File: src/rtl/rxid_pkg.sv
// shared types, constants and helpers for the run-length row-xor image decoder
// no dependencies; imported by rxid_ctrl, rxid_datapath and the top level
package rxid_pkg;

  // default sizes handed to the top level parameters
  localparam int DEF_MAX_WIDTH         = 256;
  localparam int DEF_MAX_HEIGHT        = 256;
  localparam int DEF_PIXELS_PER_RESULT = 4;

  // field widths
  localparam int PIXEL_W  = 8;
  localparam int COUNT_W  = 3;
  localparam int SIZE_W   = 9;
  localparam int NUM_PIX  = 4;
  localparam int TDATA_W  = 40;
  localparam int TUSER_W  = 2;

  // configuration register indexes and reset values
  localparam logic REG_IMAGE_WIDTH  = 1'b0;
  localparam logic REG_IMAGE_HEIGHT = 1'b1;
  localparam logic [SIZE_W-1:0] WIDTH_RESET  = 9'd152;
  localparam logic [SIZE_W-1:0] HEIGHT_RESET = 9'd112;

  // header byte decoding
  localparam logic [7:0] REPEAT_HDR_MAX = 8'h7F;
  localparam logic [8:0] LITERAL_BASE   = 9'h100;

  // tuser bit positions
  localparam int USER_EOI = 0;
  localparam int USER_OVR = 1;

  // decode phase of the byte stream
  typedef enum logic [1:0] {
    PH_HEADER  = 2'd0,
    PH_LITERAL = 2'd1,
    PH_VALUE   = 2'd2
  } phase_t;

  // controller states
  typedef enum logic [1:0] {
    ST_IDLE  = 2'd0,
    ST_READ  = 2'd1,
    ST_WRITE = 2'd2,
    ST_EMIT  = 2'd3
  } state_t;

  // commands from controller to datapath
  typedef struct packed {
    logic take;   // input byte accepted this cycle
    logic rd;     // read line store at current column
    logic wr;     // decode one pixel and write it back
    logic emit;   // move the pixel group to the output register
  } cmd_t;

  // status from datapath to controller
  typedef struct packed {
    logic starts_run;  // next accepted byte produces pixels
    logic emit_now;    // pixel being written closes a group
    logic run_done;    // the run has no pixels left
    logic out_free;    // output register can take a group
  } sts_t;

  // pixels per result, values outside one to four taken as four
  function automatic logic [COUNT_W-1:0] group_size(input int p);
    logic [COUNT_W-1:0] g;
    g = (p < 1 || p > NUM_PIX) ? COUNT_W'(NUM_PIX) : COUNT_W'(p);
    return g;
  endfunction

endpackage

File: src/rtl/rle_xor_row_image_decoder.sv
// Run-length image decoder with row xor. A header byte is only accepted. A
// literal byte passes through accept, line store read, pixel write and emit.
// A repeat value of n pixels is accepted once; then each pixel costs a read
// followed by a write on the single-port line store, and each result of up to
// G pixels, G being the pixels per result, an emit into the output register.
// Dropped literal bytes past the image end are only accepted. A result waiting in
// the output register blocks only the next emit. The line store needs no
// clearing pass after reset.
// top level: joins rxid_ctrl and rxid_datapath; depends on rxid_pkg
module rle_xor_row_image_decoder #(
  parameter int MAX_WIDTH         = rxid_pkg::DEF_MAX_WIDTH,
  parameter int MAX_HEIGHT        = rxid_pkg::DEF_MAX_HEIGHT,
  parameter int PIXELS_PER_RESULT = rxid_pkg::DEF_PIXELS_PER_RESULT
) (
  input  logic                          clk,
  input  logic                          rst,
  // input byte stream
  input  logic                          s_tvalid,
  output logic                          s_tready,
  input  logic [7:0]                    s_tdata,   // in_byte
  // decoded pixel results
  output logic                          m_tvalid,
  input  logic                          m_tready,
  // pixel_a, pixel_b, pixel_c, pixel_d, pixel_count, zero fill
  output logic [rxid_pkg::TDATA_W-1:0]  m_tdata,
  output logic                          m_tlast,   // last_of_run
  // end_of_image, overrun
  output logic [rxid_pkg::TUSER_W-1:0]  m_tuser,
  // configuration writes
  input  logic                          cfg_valid,
  output logic                          cfg_ready,
  input  logic                          cfg_index,
  input  logic [rxid_pkg::SIZE_W-1:0]   cfg_data
);
  import rxid_pkg::*;

  localparam logic [COUNT_W-1:0] GROUP = group_size(PIXELS_PER_RESULT);

  cmd_t cmd;
  sts_t sts;

  // configuration always taken
  assign cfg_ready = 1'b1;

  rxid_ctrl u_ctrl (
    .clk      (clk),
    .rst      (rst),
    .in_valid (s_tvalid),
    .in_ready (s_tready),
    .sts      (sts),
    .cmd      (cmd)
  );

  rxid_datapath #(
    .MAX_WIDTH         (MAX_WIDTH),
    .MAX_HEIGHT        (MAX_HEIGHT),
    .PIXELS_PER_RESULT (PIXELS_PER_RESULT)
  ) u_datapath (
    .clk       (clk),
    .rst       (rst),
    .in_data   (s_tdata),
    .cmd       (cmd),
    .sts       (sts),
    .cfg_we    (cfg_valid && cfg_ready),
    .cfg_index (cfg_index),
    .cfg_data  (cfg_data),
    .out_valid (m_tvalid),
    .out_ready (m_tready),
    .out_tdata (m_tdata),
    .out_last  (m_tlast),
    .out_user  (m_tuser)
  );

`ifndef SYNTHESIS
  // a result holds between one and a full group of pixels
  a_count_range: assert property (@(posedge clk) disable iff (rst)
    m_tvalid |-> (m_tdata[34:32] != '0) && (m_tdata[34:32] <= GROUP))
    else $error("pixel count out of range");

  // overrun only comes with the end of the image
  a_ovr_eoi: assert property (@(posedge clk) disable iff (rst)
    m_tvalid && m_tuser[USER_OVR] |-> m_tuser[USER_EOI])
    else $error("overrun without end of image");

  // the end of the image closes the run
  a_eoi_last: assert property (@(posedge clk) disable iff (rst)
    m_tvalid && m_tuser[USER_EOI] |-> m_tlast)
    else $error("end of image not last of run");

  // no new byte taken while a group is being emitted
  a_emit_busy: assert property (@(posedge clk) disable iff (rst)
    cmd.emit |-> !s_tready)
    else $error("input accepted during emit");
`endif

endmodule

File: src/rtl/rxid_ctrl.sv
// controller state machine: sequences accept, line store read, pixel write, emit
// depends on rxid_pkg
module rxid_ctrl (
  input  logic          clk,
  input  logic          rst,
  input  logic          in_valid,
  output logic          in_ready,
  input  rxid_pkg::sts_t sts,
  output rxid_pkg::cmd_t cmd
);
  import rxid_pkg::*;

  state_t state;
  state_t state_next;

  // state register
  always_ff @(posedge clk) begin
    if (rst) begin
      state <= ST_IDLE;
    end else begin
      state <= state_next;
    end
  end

  // next state
  always_comb begin
    state_next = state;
    case (state)
      ST_IDLE: begin
        if (in_valid && sts.starts_run) state_next = ST_READ;
      end
      ST_READ: begin
        state_next = ST_WRITE;
      end
      ST_WRITE: begin
        state_next = sts.emit_now ? ST_EMIT : ST_READ;
      end
      ST_EMIT: begin
        if (sts.out_free) state_next = sts.run_done ? ST_IDLE : ST_READ;
      end
      default: begin
        state_next = ST_IDLE;
      end
    endcase
  end

  // outputs
  always_comb begin
    in_ready = 1'b0;
    cmd      = '0;
    case (state)
      ST_IDLE: begin
        in_ready = 1'b1;
        cmd.take = in_valid;
      end
      ST_READ: begin
        cmd.rd = 1'b1;
      end
      ST_WRITE: begin
        cmd.wr = 1'b1;
      end
      ST_EMIT: begin
        cmd.emit = sts.out_free;
      end
      default: begin
        in_ready = 1'b0;
      end
    endcase
  end

endmodule

File: src/rtl/rxid_datapath.sv
// datapath: header decode, line store, row xor, pixel grouping, output register
// depends on rxid_pkg
module rxid_datapath #(
  parameter int MAX_WIDTH         = rxid_pkg::DEF_MAX_WIDTH,
  parameter int MAX_HEIGHT        = rxid_pkg::DEF_MAX_HEIGHT,
  parameter int PIXELS_PER_RESULT = rxid_pkg::DEF_PIXELS_PER_RESULT
) (
  input  logic                          clk,
  input  logic                          rst,
  input  logic [rxid_pkg::PIXEL_W-1:0]  in_data,
  input  rxid_pkg::cmd_t                cmd,
  output rxid_pkg::sts_t                sts,
  input  logic                          cfg_we,
  input  logic                          cfg_index,
  input  logic [rxid_pkg::SIZE_W-1:0]   cfg_data,
  output logic                          out_valid,
  input  logic                          out_ready,
  output logic [rxid_pkg::TDATA_W-1:0]  out_tdata,
  output logic                          out_last,
  output logic [rxid_pkg::TUSER_W-1:0]  out_user
);
  import rxid_pkg::*;

  localparam int CW    = (MAX_WIDTH > 1) ? $clog2(MAX_WIDTH) : 1;
  localparam int RW    = (MAX_HEIGHT > 1) ? $clog2(MAX_HEIGHT) : 1;
  localparam int CCMPW = (CW + 1 > SIZE_W) ? CW + 1 : SIZE_W;
  localparam int RCMPW = (RW + 1 > SIZE_W) ? RW + 1 : SIZE_W;
  localparam logic [COUNT_W-1:0] GROUP = group_size(PIXELS_PER_RESULT);

  // configuration registers
  logic [SIZE_W-1:0] image_width;
  logic [SIZE_W-1:0] image_height;

  // stream decode state
  phase_t           phase;
  logic [7:0]       remaining;
  logic             dropping;

  // image position
  logic [CW-1:0]    column;
  logic [RW-1:0]    row;
  logic             first_row;

  // current run
  logic [7:0]       run_byte;
  logic [7:0]       pix_left;
  logic             lit_more;
  logic             run_done;

  // pixel group under assembly
  logic [PIXEL_W-1:0] grp [NUM_PIX];
  logic [COUNT_W-1:0] cnt;
  logic               grp_eoi;
  logic               grp_ovr;

  // line store
  logic [PIXEL_W-1:0] line_mem [MAX_WIDTH];
  logic [PIXEL_W-1:0] rd_data;

  logic [CCMPW-1:0]   w_eff;
  logic [RCMPW-1:0]   h_eff;
  logic [CCMPW-1:0]   col_inc;
  logic [RCMPW-1:0]   row_inc;
  logic               row_end;
  logic               img_end;
  logic [PIXEL_W-1:0] pix;
  logic [7:0]         rem_dec;
  logic [PIXEL_W-1:0] px_out [NUM_PIX];

  // effective sizes: zero taken as one, saturated at the maximum
  always_comb begin
    if (image_width == '0) begin
      w_eff = CCMPW'(1);
    end else if (CCMPW'(image_width) > CCMPW'(MAX_WIDTH)) begin
      w_eff = CCMPW'(MAX_WIDTH);
    end else begin
      w_eff = CCMPW'(image_width);
    end
    if (image_height == '0) begin
      h_eff = RCMPW'(1);
    end else if (RCMPW'(image_height) > RCMPW'(MAX_HEIGHT)) begin
      h_eff = RCMPW'(MAX_HEIGHT);
    end else begin
      h_eff = RCMPW'(image_height);
    end
  end

  // position step and pixel value
  assign col_inc = CCMPW'(column) + CCMPW'(1);
  assign row_inc = RCMPW'(row) + RCMPW'(1);
  assign row_end = (col_inc >= w_eff);
  assign img_end = row_end && (row_inc >= h_eff);
  assign pix     = first_row ? run_byte : (run_byte ^ rd_data);
  assign rem_dec = remaining - 8'd1;

  // status to controller
  always_comb begin
    sts.starts_run = ((phase == PH_LITERAL) && !dropping) || (phase == PH_VALUE);
    sts.emit_now   = img_end || ((cnt + COUNT_W'(1)) == GROUP) || (pix_left == 8'd1);
    sts.run_done   = run_done;
    sts.out_free   = !out_valid || out_ready;
  end

  // configuration writes
  always_ff @(posedge clk) begin
    if (rst) begin
      image_width  <= WIDTH_RESET;
      image_height <= HEIGHT_RESET;
    end else if (cfg_we) begin
      if (cfg_index == REG_IMAGE_WIDTH) begin
        image_width <= cfg_data;
      end
      if (cfg_index == REG_IMAGE_HEIGHT) begin
        image_height <= cfg_data;
      end
    end
  end

  // byte stream decode on each accepted request
  always_ff @(posedge clk) begin
    if (rst) begin
      phase     <= PH_HEADER;
      remaining <= '0;
      dropping  <= 1'b0;
    end else begin
      if (cmd.take) begin
        case (phase)
          PH_LITERAL: begin
            remaining <= rem_dec;
            if (rem_dec == 8'd0) begin
              phase <= PH_HEADER;
              if (dropping) dropping <= 1'b0;
            end
          end
          PH_VALUE: begin
            remaining <= '0;
            phase     <= PH_HEADER;
          end
          default: begin
            dropping <= 1'b0;
            if (in_data > REPEAT_HDR_MAX) begin
              remaining <= 8'(LITERAL_BASE - {1'b0, in_data});
              phase     <= PH_LITERAL;
            end else begin
              remaining <= in_data + 8'd1;
              phase     <= PH_VALUE;
            end
          end
        endcase
      end
      // image ended inside a literal run: drop the rest of it
      if (cmd.wr && img_end && lit_more) begin
        dropping <= 1'b1;
      end
    end
  end

  // run setup
  always_ff @(posedge clk) begin
    if (cmd.take) begin
      run_byte <= in_data;
      if (phase == PH_VALUE) begin
        pix_left <= remaining;
        lit_more <= 1'b0;
      end else begin
        pix_left <= 8'd1;
        lit_more <= (rem_dec != 8'd0);
      end
    end else if (cmd.wr) begin
      pix_left <= pix_left - 8'd1;
    end
  end

  // image position
  always_ff @(posedge clk) begin
    if (rst) begin
      column    <= '0;
      row       <= '0;
      first_row <= 1'b1;
    end else if (cmd.wr) begin
      if (row_end) begin
        column    <= '0;
        first_row <= 1'b0;
        if (img_end) begin
          row       <= '0;
          first_row <= 1'b1;
        end else begin
          row <= row + RW'(1);
        end
      end else begin
        column <= column + CW'(1);
      end
    end
  end

  // line store, read then write of the same column
  always_ff @(posedge clk) begin
    if (cmd.rd) begin
      rd_data <= line_mem[column];
    end
    if (cmd.wr) begin
      line_mem[column] <= pix;
    end
  end

  // pixel group assembly
  always_ff @(posedge clk) begin
    if (rst) begin
      cnt      <= '0;
      run_done <= 1'b0;
      grp_eoi  <= 1'b0;
      grp_ovr  <= 1'b0;
    end else if (cmd.wr) begin
      grp[cnt[1:0]] <= pix;
      cnt           <= cnt + COUNT_W'(1);
      run_done      <= img_end || (pix_left == 8'd1);
      grp_eoi       <= img_end;
      grp_ovr       <= img_end && ((pix_left != 8'd1) || lit_more);
    end else if (cmd.emit) begin
      cnt <= '0;
    end
  end

  // unused pixel slots read as zero
  always_comb begin
    for (int j = 0; j < NUM_PIX; j++) begin
      px_out[j] = (COUNT_W'(j) < cnt) ? grp[j] : '0;
    end
  end

  // output register
  always_ff @(posedge clk) begin
    if (rst) begin
      out_valid <= 1'b0;
    end else if (cmd.emit) begin
      out_valid <= 1'b1;
    end else if (out_ready) begin
      out_valid <= 1'b0;
    end
  end

  always_ff @(posedge clk) begin
    if (cmd.emit) begin
      out_tdata <= {(TDATA_W - NUM_PIX * PIXEL_W - COUNT_W)'(0), cnt,
                    px_out[3], px_out[2], px_out[1], px_out[0]};
      out_last  <= run_done;
      out_user[USER_EOI] <= grp_eoi;
      out_user[USER_OVR] <= grp_ovr;
    end
  end

endmodule

File: config.mk
export PLATFORM = sky130hd
export DESIGN_NAME = rle_xor_row_image_decoder
export DESIGN_NICKNAME = d
export VERILOG_FILES = /design/src/rtl/rxid_pkg.sv /design/src/rtl/rle_xor_row_image_decoder.sv /design/src/rtl/rxid_ctrl.sv /design/src/rtl/rxid_datapath.sv
export SDC_FILE = /design/constraint.sdc
export NUM_CORES = 2
export LEC_CHECK = 0
export BUFFER_PORTS_ARGS = -buffer_cell sky130_fd_sc_hd__buf_2
export CORE_AREA = 2 2 442 444
export CTS_BUF_LIST = sky130_fd_sc_hd__clkbuf_16
export DETAILED_ROUTE_END_ITERATION = 16
export DIE_AREA = 0 0 444 446
export HOLD_SLACK_MARGIN = 0.03
export SKIP_LAST_GASP = 1
export SYNTH_ARGS = -nofsm -noshare
export SYNTH_HDL_FRONTEND = slang
export SYNTH_SLANG_ARGS = --single-unit
export TNS_END_PERCENT = 30
File: constraint.sdc
create_clock -name clk -period 24.3 [get_ports clk]
set_input_delay 1.215 -clock clk [delete_from_list [all_inputs] [get_ports clk]]
set_output_delay 1.215 -clock clk [all_outputs]
set_load 0.01 [all_outputs]
==> impl_metrics.ini <==
[run_status]
status = finished clean

[sta]
rsz0062_at_grt = false
slew_headroom_pct = 3.518
finalHoldViolCount = 0
drv_slew = 0
finalSetupTns_ps = 0
setup_viol = 0
finClkSkew_ps = 60.43
period_share_pct = 23.06
fmax_mhz = 178.5
worst_pin_slew_ps = 1447
post-route-min-period_ps = 5604
worst_slack_ps = 18700

[final_layout]
layout_commonest_cell = edfxtp_1
regArea_um2 = 65470
fillers = 15470
multiInputGateArea_um2 = 19730
stdcell_area_um2 = 96660
fin_nets = 4507
drive_above_1_share_pct = 22.60
mostFrequentLayoutCells = edfxtp_1, mux4_2, nor2_1, clkbuf_16, nand2_1
syn2layout_area_growth_pct = 11.85

[worst_setup_path]
crit_fanout = 60
critical_path_class = flip-flop to flip-flop
worstPathRequired_ps = 24880
crit_path_end_kind = flip-flop
cp-start-kind = flip-flop
cp.arrival_ps = 6180

[die]
row_count = 162
core_area_um2 = 193600
io_pins = 69
dieArea_um2 = 198000
initial_utilization_pct = 44.65
die_w_um = 444
die_h_um = 446

[yosys]
synth-main-ff-cell = edfxtp_1
synthTopCellsByArea = edfxtp_1, mux4_2, nor2_1, dfxtp_1, mux2i_1
ys_ff_latch = 2198
yosysTopAreaCellShare_pct = 74.46
netlist_instances = 4323
avgSynthCellArea_um2 = 19.99
yosysWarnings = 0
synth.cell_area_um2 = 86420
synth_cell_type_count = 71
synth-edff-count = 2143
yosysTopAreaCell = edfxtp_1
synth-seq-area-share_pct = 75.74
async_flop_share_pct = 0

[placed_design]
port_buffers = 62
hpwl_mm = 149.3
place.gp.congestion = 0.8967
place_area_um2 = 89650
pre_cts_slack_ps = 18600

[hold_path]
hold_class = flip-flop to flip-flop

[route]
drt_iter0_drc = 6153
antenna_left = 0
drcViolationCount = 0
wl_per_cell_um = 33.36
dr.pass1.iters = 8
viasPerCell = 6.191
routed_wl_mm = 239.4
num_vias = 44420

[clocking]
clock-root-buffer = clkbuf_16
cts_buffers = 219
post_cts_buffers = 0
clkTransAtPathRegs_ps = 60
postCtsHoldBufs = 0
cts_tree = yes
h-tree-depth = 4
clkLatencyLatePin_ps = 870
clock-sinks = 2198
cts-resized-gates = 0
cts_buffer_depth = 3

[global_route]
grt_pass1_vias = 43340
gr-total-overflow = 0
grt_use_total_pct = 24.10
grt_max_degree = 197
antenna_found_initial = 9
grt_pass1_wl_mm = 336.0

[pwr]
power_density_nw_per_um2 = 79.71
peakVddDrop_uv = 79.00
p_leak_nw = 29.62
finalPower_w = 0.007705

[job]
cap_violations = 0
[area by class of cell]
type	instances	area share, %
diodes	1	0.002589
clock inverters	183	1.505
multi-input cells	1837	20.41
clock buffers	222	5.747
flip-flops and latches	2198	67.73
repair buffers	166	1.206
inverters	26	0.1061
well taps	2542	3.290
[through the flow]
| stage | hold WS (ps) | std cells | utilization (%) |
|---|---|---|---|
| 4_1_cts | 436.5 | 7174 | 49.93 |
| 3_3_place_gp | 421.8 | 6769 | 46.31 |
| 3_5_place_dp | 421.9 | 6769 | 46.31 |
| 6_report | 432.8 | 7175 | 49.94 |
| 2_1_floorplan | 408.1 | 4327 | - |
| 5_1_grt | 449.9 | 7175 | 49.94 |
[layer usage]
layer	routed length, um	vias to the layer above	GRT usage [%]
met5	7	-	0
met4	9009	2	8.587
met3	23500	403	5.553
met2	110200	2408	36.58
met1	96670	23630	34.36
li1	-	17980	-
[synthesized netlist by cell type, types with 13 or more instances]
cell type and instances:
edfxtp_1 2143, mux4_2 516, nor2_1 324, nand2_1 188, clkbuf_1 112, a21oi_1 99
mux2i_1 96, a22oi_1 90, nand3_1 72, buf_2 69, dfxtp_1 55, buf_4 43
o21ai_0 39, ha_1 36, nor2b_1 35, nand4_1 26, xnor2_1 24, buf_1 22
inv_1 22, nor3_1 21, buf_6 20, nand2b_1 20, a31oi_1 17, xor2_1 17
o32ai_1 14, o211ai_1 13
[registers in the layout (all words and copies together), names as in the netlist, 3 cells and up]
register	cells
u_datapath.line_mem	2048
u_datapath.out_tdata	35
u_datapath.grp	32
u_datapath.image_height	9
u_datapath.image_width	9
u_datapath.column	8
u_datapath.pix_left	8
u_datapath.rd_data	8
u_datapath.remaining	8
u_datapath.row	8
u_datapath.run_byte	8
u_datapath.cnt	3
[cell families after synthesis]
| kind of cell | share of synthesized area, % |
|---|---|
| buf+inv | 1.729 |
| fa+ha+maj | 0.5212 |
| compound gates | 2.746 |
| xor+xnor | 0.4155 |
| other cells | 0.008690 |
| simple gates | 4.194 |
| mux | 14.65 |
| flops | 75.74 |
[power breakdown]
part,switching [W],internal (W)
sequential,0.00000974,0.00419
combinational,0.000155,0.0000567
clock,0.00145,0.00184
total,0.00162,0.00609
[worst max-delay path, stage by stage, from the launching register on]
cell	delay, ps
dfxtp_4	780
buf_12	470
buf_4	640
buf_4	470
buf_4	680
mux4_2	630
mux4_2	540
a22o_1	260
a221oi_1	530
nand4_1	170
[path summary, 6_finish.rpt]
| path | slack [ps] | cells past startpoint | end | startpoint |
|---|---|---|---|---|
| hold / removal | 430 | 0 | u_datapath.out_user[0]$_DFFE_PP_ | u_datapath.grp_eoi$_SDFFE_PP0P_ |
| setup / recovery | 18700 | 9 | u_datapath.rd_data[4]$_DFFE_PN_ | u_datapath.column[0]$_SDFFE_PP0P_ |
| hold reg to reg | 430 | 0 | u_datapath.out_user[0]$_DFFE_PP_ | u_datapath.grp_eoi$_SDFFE_PP0P_ |
| setup reg to reg | 18700 | 9 | u_datapath.rd_data[4]$_DFFE_PN_ | u_datapath.column[0]$_SDFFE_PP0P_ |
Note: power is estimated with default switching activity, not from simulation.
